===== config.mk =====
export PLATFORM = sky130hd
export DESIGN_NAME = stepper_axis_position_tracker_unit
export DESIGN_NICKNAME = d
export VERILOG_FILES = /design/src/hdl/stpt_pkg.sv /design/src/hdl/stepper_axis_position_tracker_unit.sv /design/src/hdl/stpt_front.sv /design/src/hdl/stpt_cmd_queue.sv /design/src/hdl/stpt_back.sv
export SDC_FILE = /design/constraint.sdc
export NUM_CORES = 2
export LEC_CHECK = 0
export BUFFER_PORTS_ARGS = -buffer_cell sky130_fd_sc_hd__buf_2
export CAP_MARGIN = 0
export CORE_ASPECT_RATIO = 0.7
export CORE_MARGIN = 3
export CORE_UTILIZATION = 63
export CTS_BUF_LIST = sky130_fd_sc_hd__clkbuf_4 sky130_fd_sc_hd__clkbuf_8 sky130_fd_sc_hd__clkbuf_16
export CTS_CLUSTER_DIAMETER = 50
export CTS_CLUSTER_SIZE = 12
export DETAILED_ROUTE_END_ITERATION = 10
export PLACE_DENSITY = 0.86
export SETUP_SLACK_MARGIN = 0.2
export SYNTH_ARGS = -nofsm -noshare
export SYNTH_HDL_FRONTEND = slang
export SYNTH_HIERARCHICAL = 1
export SYNTH_SLANG_ARGS = --single-unit

===== constraint.sdc =====
create_clock -name clock -period 8.5 [get_ports clock]
set_input_delay 0.85 -clock clock [delete_from_list [all_inputs] [get_ports clock]]
set_output_delay 0.85 -clock clock [all_outputs]
set_load 0.01 [all_outputs]

===== src/hdl/stpt_pkg.sv =====
// ----------------------------------------------------------------------------
// stpt_pkg
// Shared types and constants of the stepper axis position tracker.
// ----------------------------------------------------------------------------
package stpt_pkg;

   localparam int AXES     = 4;
   localparam int AXIS_W   = 2;
   localparam int KIND_W   = 3;
   localparam int VALUE_W  = 32;
   localparam int RATE_W   = 31;
   localparam int AIU_W    = 3;
   localparam int MASK_W   = 4;
   localparam int QDEPTH   = 2;
   localparam int QPTR_W   = (QDEPTH > 1) ? $clog2(QDEPTH) : 1;
   localparam int QCNT_W   = $clog2(QDEPTH + 1);

   localparam logic [RATE_W-1:0] SAT31 = {RATE_W{1'b1}};

   // command kind codes on the request side
   localparam logic [KIND_W-1:0] KIND_SET_POS = 3'd0;
   localparam logic [KIND_W-1:0] KIND_SET_VEL = 3'd1;
   localparam logic [KIND_W-1:0] KIND_STEP    = 3'd2;
   localparam logic [KIND_W-1:0] KIND_HALT    = 3'd3;
   localparam logic [KIND_W-1:0] KIND_ESTOP   = 3'd4;

   // configuration register indexes
   localparam logic [1:0] CSR_DRIVER_READY  = 2'd0;
   localparam logic [1:0] CSR_ATTACHED_MASK = 2'd1;
   localparam logic [1:0] CSR_AXES_IN_USE   = 2'd2;

   typedef enum logic [2:0] {
      OP_SET_POS,
      OP_SET_VEL,
      OP_STEP,
      OP_HALT,
      OP_ESTOP,
      OP_BAD
   } op_type;

   typedef struct packed {
      op_type                    op;
      logic [AXIS_W-1:0]         axis;
      logic signed [VALUE_W-1:0] value;
   } cmd_type;

   typedef struct packed {
      logic              driver_ready;
      logic [MASK_W-1:0] attached_mask;
      logic [AIU_W-1:0]  axes_in_use;
   } cfg_type;

   typedef struct packed {
      logic [AXIS_W-1:0]         axis_out;
      logic                      accepted;
      logic                      rate_valid;
      logic [RATE_W-1:0]         rate;
      logic                      forward;
      logic                      keep_stepping;
      logic signed [VALUE_W-1:0] position;
      logic                      last;
   } result_type;

endpackage


===== src/hdl/stepper_axis_position_tracker_unit.sv =====
// ----------------------------------------------------------------------------
// stepper_axis_position_tracker_unit
// Motion state of up to four step/dir axes: targets, velocity, step
// accounting and emergency stop, with a short command queue in front.
//
//   channel  dir  handshake           payload
//   req      in   tvalid/tready       tuser kind, tdata axis+value
//   rsp      out  tvalid/tready       tdata result, tlast last result
//   csr      in   write enable only   index, wdata
//
// Set position and set velocity taken with the driver ready, and halt, on an
// attached axis pass from queue head through the calculate, apply and emit states
// to the result register; other commands skip the apply state, and emergency stop
// goes from calculate to a sweep over each swept axis in turn. Emit and sweep wait on rsp_tready.
// Reset clears axis state and control registers at once; no clearing pass.
// A two-deep queue keeps intake open while execution waits on rsp_tready.
// ----------------------------------------------------------------------------
module stepper_axis_position_tracker_unit import stpt_pkg::*; (
   input  logic        clock,
   input  logic        reset,
   input  logic        req_tvalid,
   output logic        req_tready,
   input  logic [2:0]  req_tuser,    // kind[2:0]
   input  logic [39:0] req_tdata,    // axis[1:0], value[33:2], zero fill
   output logic        rsp_tvalid,
   input  logic        rsp_tready,
   output logic [71:0] rsp_tdata,    // axis_out[1:0], accepted[2], rate_valid[3],
                                     // rate[34:4], forward[35], keep_stepping[36],
                                     // position[68:37], zero fill
   output logic        rsp_tlast,
   input  logic        csr_we,
   input  logic [1:0]  csr_index,
   input  logic [3:0]  csr_wdata
);

   cfg_type    cfg_ff;
   logic       q_full;
   logic       q_push;
   cmd_type    q_push_cmd;
   logic       q_pop;
   logic       q_not_empty;
   cmd_type    q_pop_cmd;
   result_type rsp;

   always_ff @(posedge clock) begin
      if (reset) begin
         cfg_ff <= '0;
      end else if (csr_we) begin
         unique case (csr_index)
            CSR_DRIVER_READY:  cfg_ff.driver_ready  <= csr_wdata[0];
            CSR_ATTACHED_MASK: cfg_ff.attached_mask <= csr_wdata[MASK_W-1:0];
            CSR_AXES_IN_USE:   cfg_ff.axes_in_use   <= csr_wdata[AIU_W-1:0];
            default: begin
            end
         endcase
      end
   end

   stpt_front u_front (
      .req_tvalid (req_tvalid),
      .req_tready (req_tready),
      .req_kind   (req_tuser),
      .req_axis   (req_tdata[1:0]),
      .req_value  (req_tdata[33:2]),
      .q_full     (q_full),
      .q_push     (q_push),
      .q_cmd      (q_push_cmd)
   );

   stpt_cmd_queue u_queue (
      .clock     (clock),
      .reset     (reset),
      .push      (q_push),
      .push_cmd  (q_push_cmd),
      .full      (q_full),
      .pop       (q_pop),
      .not_empty (q_not_empty),
      .pop_cmd   (q_pop_cmd)
   );

   stpt_back u_back (
      .clock     (clock),
      .reset     (reset),
      .cfg       (cfg_ff),
      .q_valid   (q_not_empty),
      .q_cmd     (q_pop_cmd),
      .q_pop     (q_pop),
      .rsp_valid (rsp_tvalid),
      .rsp_ready (rsp_tready),
      .rsp       (rsp)
   );

   assign rsp_tdata = {3'b000, rsp.position, rsp.keep_stepping, rsp.forward,
                       rsp.rate, rsp.rate_valid, rsp.accepted, rsp.axis_out};
   assign rsp_tlast = rsp.last;

endmodule


===== src/hdl/stpt_front.sv =====
// ----------------------------------------------------------------------------
// stpt_front
// Request intake: takes command beats and classifies them into operations.
// ----------------------------------------------------------------------------
module stpt_front import stpt_pkg::*; (
   input  logic                req_tvalid,
   output logic                req_tready,
   input  logic [KIND_W-1:0]   req_kind,
   input  logic [AXIS_W-1:0]   req_axis,
   input  logic [VALUE_W-1:0]  req_value,
   input  logic                q_full,
   output logic                q_push,
   output cmd_type             q_cmd
);

   logic axis_ok;

   assign axis_ok    = 32'(req_axis) < AXES;
   assign req_tready = !q_full;
   assign q_push     = req_tvalid && !q_full;

   always_comb begin
      q_cmd.axis  = req_axis;
      q_cmd.value = req_value;
      unique case (req_kind)
         KIND_SET_POS: q_cmd.op = OP_SET_POS;
         KIND_SET_VEL: q_cmd.op = OP_SET_VEL;
         KIND_STEP:    q_cmd.op = OP_STEP;
         KIND_HALT:    q_cmd.op = OP_HALT;
         KIND_ESTOP:   q_cmd.op = OP_ESTOP;
         default:      q_cmd.op = OP_BAD;
      endcase
      // axis range only matters for per-axis commands
      if (!axis_ok && req_kind != KIND_ESTOP) begin
         q_cmd.op = OP_BAD;
      end
   end

endmodule


===== src/hdl/stpt_cmd_queue.sv =====
// ----------------------------------------------------------------------------
// stpt_cmd_queue
// Short FIFO of classified commands between intake and execution.
// ----------------------------------------------------------------------------
module stpt_cmd_queue import stpt_pkg::*; (
   input  logic    clock,
   input  logic    reset,
   input  logic    push,
   input  cmd_type push_cmd,
   output logic    full,
   input  logic    pop,
   output logic    not_empty,
   output cmd_type pop_cmd
);

   cmd_type             entry_ff [QDEPTH];
   logic [QPTR_W-1:0]   wr_ptr_ff, wr_ptr_in;
   logic [QPTR_W-1:0]   rd_ptr_ff, rd_ptr_in;
   logic [QCNT_W-1:0]   count_ff, count_in;

   assign full      = count_ff == QCNT_W'(QDEPTH);
   assign not_empty = count_ff != '0;
   assign pop_cmd   = entry_ff[rd_ptr_ff];

   always_comb begin
      wr_ptr_in = wr_ptr_ff;
      rd_ptr_in = rd_ptr_ff;
      count_in  = count_ff;
      if (push) begin
         wr_ptr_in = (wr_ptr_ff == QPTR_W'(QDEPTH - 1)) ? '0 : wr_ptr_ff + QPTR_W'(1);
      end
      if (pop) begin
         rd_ptr_in = (rd_ptr_ff == QPTR_W'(QDEPTH - 1)) ? '0 : rd_ptr_ff + QPTR_W'(1);
      end
      if (push && !pop) begin
         count_in = count_ff + QCNT_W'(1);
      end else if (pop && !push) begin
         count_in = count_ff - QCNT_W'(1);
      end
   end

   always_ff @(posedge clock) begin
      if (reset) begin
         wr_ptr_ff <= '0;
         rd_ptr_ff <= '0;
         count_ff  <= '0;
      end else begin
         wr_ptr_ff <= wr_ptr_in;
         rd_ptr_ff <= rd_ptr_in;
         count_ff  <= count_in;
      end
   end

   always_ff @(posedge clock) begin
      if (push) begin
         entry_ff[wr_ptr_ff] <= push_cmd;
      end
   end

endmodule


===== src/hdl/stpt_back.sv =====
// ----------------------------------------------------------------------------
// stpt_back
// Command execution: per-axis motion state, recompute, step accounting,
// emergency stop sweep and the result register.
// ----------------------------------------------------------------------------
module stpt_back import stpt_pkg::*; (
   input  logic       clock,
   input  logic       reset,
   input  cfg_type    cfg,
   input  logic       q_valid,
   input  cmd_type    q_cmd,
   output logic       q_pop,
   output logic       rsp_valid,
   input  logic       rsp_ready,
   output result_type rsp
);

   typedef enum logic [2:0] {
      ST_IDLE,
      ST_CALC,
      ST_APPLY,
      ST_EMIT,
      ST_SWEEP
   } state_type;

   localparam logic [1:0] DIR_IDLE = 2'd0;
   localparam logic [1:0] DIR_FWD  = 2'd1;
   localparam logic [1:0] DIR_REV  = 2'd2;

   state_type                 state_ff;
   cmd_type                   cmd_ff;
   logic signed [VALUE_W-1:0] tpos_ff  [AXES];
   logic signed [VALUE_W-1:0] tvel_ff  [AXES];
   logic signed [VALUE_W-1:0] cpos_ff  [AXES];
   logic [RATE_W-1:0]         steps_ff [AXES];
   logic [1:0]                dir_ff   [AXES];
   logic [VALUE_W:0]          delta_ff;
   logic [RATE_W-1:0]         vmag_ff;
   logic                      vfwd_ff;
   result_type                res_ff;
   result_type                out_ff;
   logic                      out_valid_ff;
   logic [AXIS_W-1:0]         idx_ff;
   logic [AIU_W-1:0]          nsweep_ff;

   logic [AXIS_W-1:0]         ax;
   logic                      ax_ok;
   logic signed [VALUE_W-1:0] cur_pos;
   logic                      out_free;
   logic [AIU_W-1:0]          nsweep_in;
   // step accounting
   logic signed [VALUE_W-1:0] step_pos_in;
   logic [RATE_W-1:0]         step_left_in;
   logic                      keep_in;
   // target update and first half of recompute
   logic signed [VALUE_W-1:0] tpos_in;
   logic signed [VALUE_W-1:0] tvel_in;
   logic [VALUE_W:0]          delta_in;
   logic [VALUE_W-1:0]        vabs;
   logic [RATE_W-1:0]         vmag_in;
   // second half of recompute
   logic [VALUE_W:0]          dabs;
   logic [RATE_W-1:0]         apply_steps_in;
   logic [1:0]                apply_dir_in;
   logic [RATE_W-1:0]         apply_rate_in;
   logic                      apply_fwd_in;
   // sweep
   logic [AIU_W-1:0]          idx_next;
   logic                      sweep_last;

   assign ax       = cmd_ff.axis;
   assign ax_ok    = 32'(ax) < AXES;
   assign cur_pos  = ax_ok ? cpos_ff[ax] : '0;
   assign out_free = !out_valid_ff || rsp_ready;
   assign q_pop    = (state_ff == ST_IDLE) && q_valid;
   assign rsp_valid = out_valid_ff;
   assign rsp       = out_ff;

   assign nsweep_in  = (cfg.axes_in_use > AIU_W'(AXES)) ? AIU_W'(AXES) : cfg.axes_in_use;
   assign idx_next   = AIU_W'(idx_ff) + AIU_W'(1);
   assign sweep_last = idx_next == nsweep_ff;

   always_comb begin
      step_pos_in  = cur_pos;
      step_left_in = steps_ff[ax];
      keep_in      = 1'b1;
      case (dir_ff[ax])
         DIR_FWD: step_pos_in = cur_pos + 32'sd1;
         DIR_REV: step_pos_in = cur_pos - 32'sd1;
         default: step_pos_in = cur_pos;
      endcase
      if (steps_ff[ax] != '0) begin
         step_left_in = steps_ff[ax] - RATE_W'(1);
         keep_in      = steps_ff[ax] != RATE_W'(1);
      end
   end

   always_comb begin
      tpos_in = tpos_ff[ax];
      tvel_in = tvel_ff[ax];
      case (cmd_ff.op)
         OP_SET_POS: tpos_in = cmd_ff.value;
         OP_SET_VEL: tvel_in = cmd_ff.value;
         default: begin
            tpos_in = cur_pos;
            tvel_in = '0;
         end
      endcase
      delta_in = {tpos_in[VALUE_W-1], tpos_in} - {cur_pos[VALUE_W-1], cur_pos};
      vabs     = tvel_in[VALUE_W-1] ? -tvel_in : tvel_in;
      // the most negative velocity leaves bit 31 set after negation
      vmag_in  = vabs[VALUE_W-1] ? SAT31 : vabs[RATE_W-1:0];
   end

   always_comb begin
      dabs           = delta_ff[VALUE_W] ? -delta_ff : delta_ff;
      apply_rate_in  = vmag_ff;
      apply_fwd_in   = vfwd_ff;
      apply_steps_in = '0;
      apply_dir_in   = DIR_IDLE;
      if (delta_ff != '0) begin
         // position target wins over velocity sign
         apply_fwd_in   = !delta_ff[VALUE_W];
         apply_steps_in = (dabs[VALUE_W:RATE_W] != '0) ? SAT31 : dabs[RATE_W-1:0];
         apply_dir_in   = apply_fwd_in ? DIR_FWD : DIR_REV;
      end else if (vmag_ff != '0) begin
         apply_dir_in   = vfwd_ff ? DIR_FWD : DIR_REV;
      end
   end

   always_ff @(posedge clock) begin
      if (reset) begin
         state_ff     <= ST_IDLE;
         out_valid_ff <= 1'b0;
         idx_ff       <= '0;
         nsweep_ff    <= '0;
         for (int i = 0; i < AXES; i++) begin
            tpos_ff[i]  <= '0;
            tvel_ff[i]  <= '0;
            cpos_ff[i]  <= '0;
            steps_ff[i] <= '0;
            dir_ff[i]   <= DIR_IDLE;
         end
      end else begin
         if (rsp_ready) begin
            out_valid_ff <= 1'b0;
         end
         unique case (state_ff)
            ST_IDLE: begin
               if (q_valid) begin
                  cmd_ff   <= q_cmd;
                  state_ff <= ST_CALC;
               end
            end
            ST_CALC: begin
               res_ff.axis_out      <= ax;
               res_ff.accepted      <= 1'b0;
               res_ff.rate_valid    <= 1'b0;
               res_ff.rate          <= '0;
               res_ff.forward       <= 1'b0;
               res_ff.keep_stepping <= 1'b0;
               res_ff.position      <= cur_pos;
               res_ff.last          <= 1'b1;
               state_ff             <= ST_EMIT;
               unique case (cmd_ff.op)
                  OP_ESTOP: begin
                     idx_ff    <= '0;
                     nsweep_ff <= nsweep_in;
                     state_ff  <= (nsweep_in == '0) ? ST_IDLE : ST_SWEEP;
                  end
                  OP_STEP: begin
                     cpos_ff[ax]          <= step_pos_in;
                     steps_ff[ax]         <= step_left_in;
                     res_ff.accepted      <= keep_in;
                     res_ff.keep_stepping <= keep_in;
                     res_ff.position      <= step_pos_in;
                  end
                  OP_SET_POS, OP_SET_VEL, OP_HALT: begin
                     if (cmd_ff.op == OP_HALT || cfg.driver_ready) begin
                        tpos_ff[ax]     <= tpos_in;
                        tvel_ff[ax]     <= tvel_in;
                        delta_ff        <= delta_in;
                        vmag_ff         <= vmag_in;
                        vfwd_ff         <= !tvel_in[VALUE_W-1];
                        res_ff.accepted <= 1'b1;
                        if (cfg.attached_mask[ax]) begin
                           state_ff <= ST_APPLY;
                        end
                     end
                  end
                  default: begin
                  end
               endcase
            end
            ST_APPLY: begin
               steps_ff[ax]      <= apply_steps_in;
               dir_ff[ax]        <= apply_dir_in;
               res_ff.rate_valid <= 1'b1;
               res_ff.rate       <= apply_rate_in;
               res_ff.forward    <= apply_fwd_in;
               state_ff          <= ST_EMIT;
            end
            ST_EMIT: begin
               if (out_free) begin
                  out_ff       <= res_ff;
                  out_valid_ff <= 1'b1;
                  state_ff     <= ST_IDLE;
               end
            end
            ST_SWEEP: begin
               if (out_free) begin
                  tvel_ff[idx_ff]      <= '0;
                  tpos_ff[idx_ff]      <= cpos_ff[idx_ff];
                  steps_ff[idx_ff]     <= '0;
                  dir_ff[idx_ff]       <= DIR_IDLE;
                  out_ff.axis_out      <= idx_ff;
                  out_ff.accepted      <= 1'b1;
                  out_ff.rate_valid    <= 1'b1;
                  out_ff.rate          <= '0;
                  out_ff.forward       <= 1'b1;
                  out_ff.keep_stepping <= 1'b0;
                  out_ff.position      <= cpos_ff[idx_ff];
                  out_ff.last          <= sweep_last;
                  out_valid_ff         <= 1'b1;
                  idx_ff               <= idx_ff + AXIS_W'(1);
                  if (sweep_last) begin
                     state_ff <= ST_IDLE;
                  end
               end
            end
            default: state_ff <= ST_IDLE;
         endcase
      end
   end

endmodule

**Yosys cells after proc, flatten, opt, wreduce, memory -nomap -nowiden**

Memories as Yosys holds them, arrays and structs flattened. A register that Yosys moved wholly into a read port is not among the register bits.
Cells that the tools add are included.

- Register bits: 225
- RAM bits: 590
- Bits in read-only memories: 0
- Memories: 6
- Logic and storage cells: 215
- Latch bits: 0
- Input port bits: 54
- Output and inout bits: 75

- Bitwise gates (word level): 2
- Reduce and logical (&&, ||, !) cells: 48
- $lt $le $gt $ge: 2
- Divide/modulo/power cells: 0
- Shift operators: 0
- Multiplexer cells: 93
- $mul: 0
- Equal/unequal tests: 24
- Add/subtract/negate cells: 12

Memory list:

| name | words | bits a word | rd ports | clocked after memory_dff | wr ports | line | source |
|---|---|---|---|---|---|---|---|
| u_back.cpos_ff | 4 | 32 | 2 | 1 | 4 | stpt_back.sv:34 | `logic signed [VALUE_W-1:0] cpos_ff [AXES];` |
| u_back.tpos_ff | 4 | 32 | 1 | 0 | 4 | stpt_back.sv:32 | `logic signed [VALUE_W-1:0] tpos_ff [AXES];` |
| u_back.tvel_ff | 4 | 32 | 1 | 0 | 4 | stpt_back.sv:33 | `logic signed [VALUE_W-1:0] tvel_ff [AXES];` |
| u_back.steps_ff | 4 | 31 | 1 | 0 | 4 | stpt_back.sv:35 | `logic [RATE_W-1:0] steps_ff [AXES];` |
| u_queue.entry_ff | 2 | 37 | 1 | 1 | 1 | stpt_cmd_queue.sv:16 | `cmd_type entry_ff [QDEPTH];` |
| u_back.dir_ff | 4 | 2 | 1 | 0 | 4 | stpt_back.sv:36 | `logic [1:0] dir_ff [AXES];` |

Operators with widths:

| operator | number |
|---|---|
| 2-to-1 mux 32 bit | 7 |
| case mux 32 bit (2 select lines) | 3 |
| 2-to-1 mux 31 bit | 6 |
| OR reduction 32 bit | 5 |
| 2-to-1 mux 70 bit | 2 |
| case mux 70 bit (2 select lines) | 1 |
| case mux 33 bit (2 select lines) | 1 |
| nonzero test 31 bit | 2 |
| OR reduction 31 bit | 2 |
| 2-to-1 mux 2 bit | 21 |
| 2-to-1 mux 1 bit | 39 |
| 2-to-1 mux 33 bit | 1 |
| negation 33 bit | 1 |
| nonzero test 33 bit | 1 |
| subtractor 32 x 32 -> 33 bit | 1 |
| adder 32 x 2 -> 32 bit, second input constant | 1 |
| negation 32 bit | 1 |
| subtractor 32 x 2 -> 32 bit, second input constant | 1 |
| inequality test 31 x 1 -> 1 bit, second input constant | 1 |
| subtractor 31 x 1 -> 31 bit, second input constant | 1 |
| case mux 3 bit (5 select lines) | 2 |
| equality test 3 x 2 -> 1 bit, second input constant | 6 |
| 2-to-1 mux 3 bit | 6 |
| zero test 3 bit | 4 |
| other kinds (29) | 65 |

**Depth between registers and ports, before layout**

- Word-level depth: 10
- Mapped depth: 27
- Gate-level depth less buffers: 17

**Modules after synthesis**

Netlist, hierarchy kept.

By module, submodules not included:

| module | cells each | times used | area an instance (um^2) | sequential area each (um^2) |
|---|---|---|---|---|
| stpt_back | 3141 | 1 | 39297.7 | 22992.1 |
| stpt_cmd_queue | 137 | 1 | 2887.8 | 2322.2 |
| stepper_axis_position_tracker_unit | 37 | 1 | 380.4 | 160.2 |
| stpt_front | 39 | 1 | 282.8 | 0.0 |

**Least setup slack after synthesis**

OpenSTA, ideal clock, no wires.

- Kind: flip-flop to flip-flop
- Start: reg u_back/cmd_ff[34] (netlist bit)
- End: mem u_back.tpos_ff[3][0] (enable)
- Library setup time: 0.578 ns
- Path buffers: 3
- Cell stages (with the launch flop): 10
- Required time: 7.922 ns
- Path slack: 1.080 ns
- Arrival time: 6.842 ns
- Cell sequence: edfxtp_1 clkbuf_1 clkbuf_1 clkbuf_1 mux2i_1 or2_2 nor2_1 o21ai_0 a21oi_1 nor3b_1

RTL lines:

| element | line | source |
|---|---|---|
| start: declaration | stpt_back.sv:31 | `cmd_type cmd_ff;` |
| start signal: assignment | stpt_back.sv:151 | `cmd_ff <= q_cmd;` |
| end: declaration | stpt_back.sv:32 |  |

==> impl_metrics.csv <==
group,metric,value,unit
timing,finClkSkew,0.0267,ns
cts,htreeDepth,3,
hold_path,min-delay-start,"req_tdata[33]",
global_routing,grtUsageTotal,0.306,
worst_setup_path,cp-start-kind,"register",
timing,period_needed,5.97,ns
worst_setup_path,crit_path_end_kind,"register",
detailed_routing,vias,28500,
yosys,synth_seq_cells,857,
worst_setup_path,reg2reg_slack,2.53,ns
yosys,yosys_warnings,6,
pwr,p_sw_frac,0.360,
timing,max_slew_margin,0.215,
die,row_count,79,
placed_design,place_area,44000,um^2
pwr,p_sw,5.13,mW
detailed_routing,routed_wirelength,110,mm
worst_setup_path,arrival,6.39,ns
timing,layout_setup_ws,2.53,ns
yosys,synth_top_area_share,0.582,
yosys,synthTopCellsByCount,"edfxtp_1, nor2_1, nand2_1, mux4_2, inv_1",
cts,cts_resized,0,
cells_and_area,drive_above_1_share,0.181,
yosys,ys_types,100,
yosys,syn_inst,3354,
pwr,pwr-share-seq,0.389,
global_routing,antenna_found_initial,4,
worst_setup_path,worstPathRequired,8.92,ns
timing,rsz0062_at_grt,"no",
cts,cts.path.max_buffers,3,
pwr,peakVddDrop,0.264,mV
yosys,syn_area,42800,um^2
worst_setup_path,path_max_fanout,69,
detailed_routing,via_per_inst,6.65,
cells_and_area,antennaDiodeCount,0,
timing,slew_viol_final,0,
cells_and_area,synthToLayoutAreaGrowth,8.14,%
detailed_routing,wl_per_cell,25.5,um
detailed_routing,drtIter0Drc,4468,
run,maxCapViolCount,0,
cells_and_area,finalNetCount,3469,
cells_and_area,fin_util,0.692,
die,ios,129,
yosys,synth_area_leaders,"edfxtp_1, mux4_2, nor2_1",
global_routing,grt_max_degree,80,
detailed_routing,firstDrtPassIters,7,
cts,hold_buffers,0,
timing,hold_viol,0,
die,die_h,224,um
detailed_routing,drc_errors,0,
global_routing,grt_overflow,0,
yosys,synth_edf_count,831,
pwr,clkPwrFrac,0.237,
cells_and_area,design_area,46300,um^2
timing,tns,0,ns
yosys,synth_top_area_cell,"edfxtp_1",
hold_path,hold_depth,1,
hold_path,hold_path_end,"u_queue/entry_ff[1][31]",
cells_and_area,layoutNonFillerInstCount,4290,
cts,worst_skew_pair.late_latency,0.67,ns
pwr,p_leak,16.8,nW
timing,timing.final.crit_share,0.703,
global_routing,grt_pass1_vias,27500,
pwr,internal-power,9.14,mW
hold_path,hold_class,"input pin to register",
die,floorplan.initialDensity,0.640,
pwr,power.density,308,nW/um^2
worst_setup_path,critical_path_class,"register to register",
placed_design,io_buffers,119,
detailed_routing,ant_nets,0,
yosys,avgSynthCellArea,12.8,um^2
yosys,seq_area_frac_synth,0.595,
timing,max_freq,0.167,GHz
cts,post_cts_buffers,0,
pwr,comb_power_share,0.374,
global_routing,grt_pass1_wl,166,mm
die,core,66900,um^2
placed_design,placedCellCount,4180,
cts,root_buffer,"clkbuf_16",
cts,clock-sinks,857,
placed_design,place_congestion,0.980,
placed_design,place_ws,2.64,ns
yosys,synth_most_common_cell,"edfxtp_1",
die,die_width,318,um
worst_setup_path,reg2reg_depth,16,
cts,path_clk_slew,0.06,ns
run_status,status,"finished, final reports clean",
yosys,synth_flop_cell,"edfxtp_1",
timing,worst_slew_pin_slew,1.17,ns
worst_setup_path,r2r-end,"u_back/delta_ff[30]",
yosys,async_reset_ff_frac,0,
cts,tritoncts,"yes",
cts,cts_buffers,82,
die,die-area,71200,um^2
placed_design,dp.final_hpwl,69.6,mm
timing,finalSetupViolCount,0,
## power by group through the flow
| stage | combinational, mW | clock [mW] | sequential, mW |
|---|---|---|---|
| 6_report | 5.34 | 3.38 | 5.55 |
| 5_1_grt | 5.70 | 3.57 | 5.59 |
| 4_1_cts | 5.17 | 3.42 | 5.55 |
| 3_5_place_dp | 5.11 | 0 | 5.63 |
| 3_3_place_gp | 5.00 | 0 | 5.61 |
| 2_1_floorplan | 3.93 | 0 | 5.47 |
## layout by cell type, fill, tap and decap left out, types with 8 or more instances in the layout
cell type and n:
buf_4 48, and2_1 47, nand2_1 201, buf_2 119, or3_1 16, a21o_1 21
or2_2 16, mux2_2 109, mux4_2 162, nand4_1 11, clkbuf_4 16, edfxtp_1 831
nor2_1 525, or4_1 8, nor3_1 37, ha_1 40, mux2i_1 63, xor2_1 68
a22oi_1 35, o31ai_1 19, inv_1 155, xnor2_1 122, o21ai_0 104, nor4_1 22
o31a_1 15, dfxtp_1 22, clkbuf_16 83, nand3_1 50, o211ai_1 9, nand2b_1 37
o21a_1 8, a211oi_1 8, a21oi_1 130, a31oi_1 20, and3_1 9, nor2b_1 44
## state kept, by name (all words and copies together), names as in the netlist, 2 cells and up, named ones only
signal	count
u_back/rsp	70
u_back/cpos_ff	128
u_queue/count_ff	2
u_back/nsweep_ff	3
u_back/state_ff	3
u_back/apply_rate_in	31
u_back/ax	2
u_back/delta_ff	33
u_back/tvel_ff	128
u_back/idx_ff	2
u_back/cmd_ff	35
u_back/dir_ff	8
u_back/res_ff	69
u_back/tpos_ff	128
u_back/steps_ff	124
u_queue/entry_ff	74
cfg_ff	8
## worst max-delay path by stage
stage                                 start              endpoint  slack [ns]
after floorplan           u_back/cmd_ff[34]  u_back/tpos_ff[3][0]        1.08
after global placement             register   u_back/delta_ff[30]        2.81
after detailed placement           register   u_back/delta_ff[30]        2.64
after CTS                          register   u_back/delta_ff[30]        2.59
final                              register   u_back/delta_ff[30]        2.53
after global routing               register   u_back/delta_ff[30]        2.14
## through the flow
step	hold WS (ns)	power [mW]
2_1_floorplan	0.424	9.41
3_3_place_gp	0.460	10.6
3_5_place_dp	0.474	10.7
4_1_cts	0.342	14.1
5_1_grt	0.365	14.9
6_report	0.374	14.3
## kinds of logic after synthesis
family	Yosys count	synth area share
compound gates	456	0.0692
simple gates	1081	0.115
buf+inv	393	0.0413
xor+xnor	190	0.0388
other cells	1	0.0000875
fa+ha+maj	42	0.0124
flops	857	0.595
mux	334	0.129
## cell type report
| type | instances | area (um^2) |
|---|---|---|
| Clock buffer | 100 | 2210 |
| Clock inverter | 10 | 169 |
| Fill cell | 4379 | 20600 |
| Inverter | 156 | 588 |
| Multi-Input combinational cell | 2106 | 15800 |
| Sequential cell | 857 | 25500 |
| Tap cell | 891 | 1110 |
| Timing Repair Buffer | 170 | 1020 |
## worst max-delay path: stages (launching register included)
cell,delay [ns]
dfxtp_4,0.82
buf_12,0.55
mux4_2,0.74
a21oi_1,0.27
ha_1,0.26
inv_1,0.07
fa_1,0.41
a21o_1,0.19
a21oi_1,0.27
o21ai_0,0.17
a31oi_1,0.53
o211ai_1,0.30
o2111ai_1,0.21
a21oi_1,0.16
a311o_1,0.42
a31oi_1,0.21
xnor2_1,0.08
## metal layers
metal  global-route usage  up-vias  wire (um)  part of all wire
met1                0.445    13800      41600              0.38
met4               0.0952        6       3690             0.034
met3                0.106      310      17000              0.16
met5                    0        -         33           0.00030
li1                     -    12300          -                 -
met2                0.440     2170      47200              0.43
No activity file was read; power rests on OpenSTA's default activity.
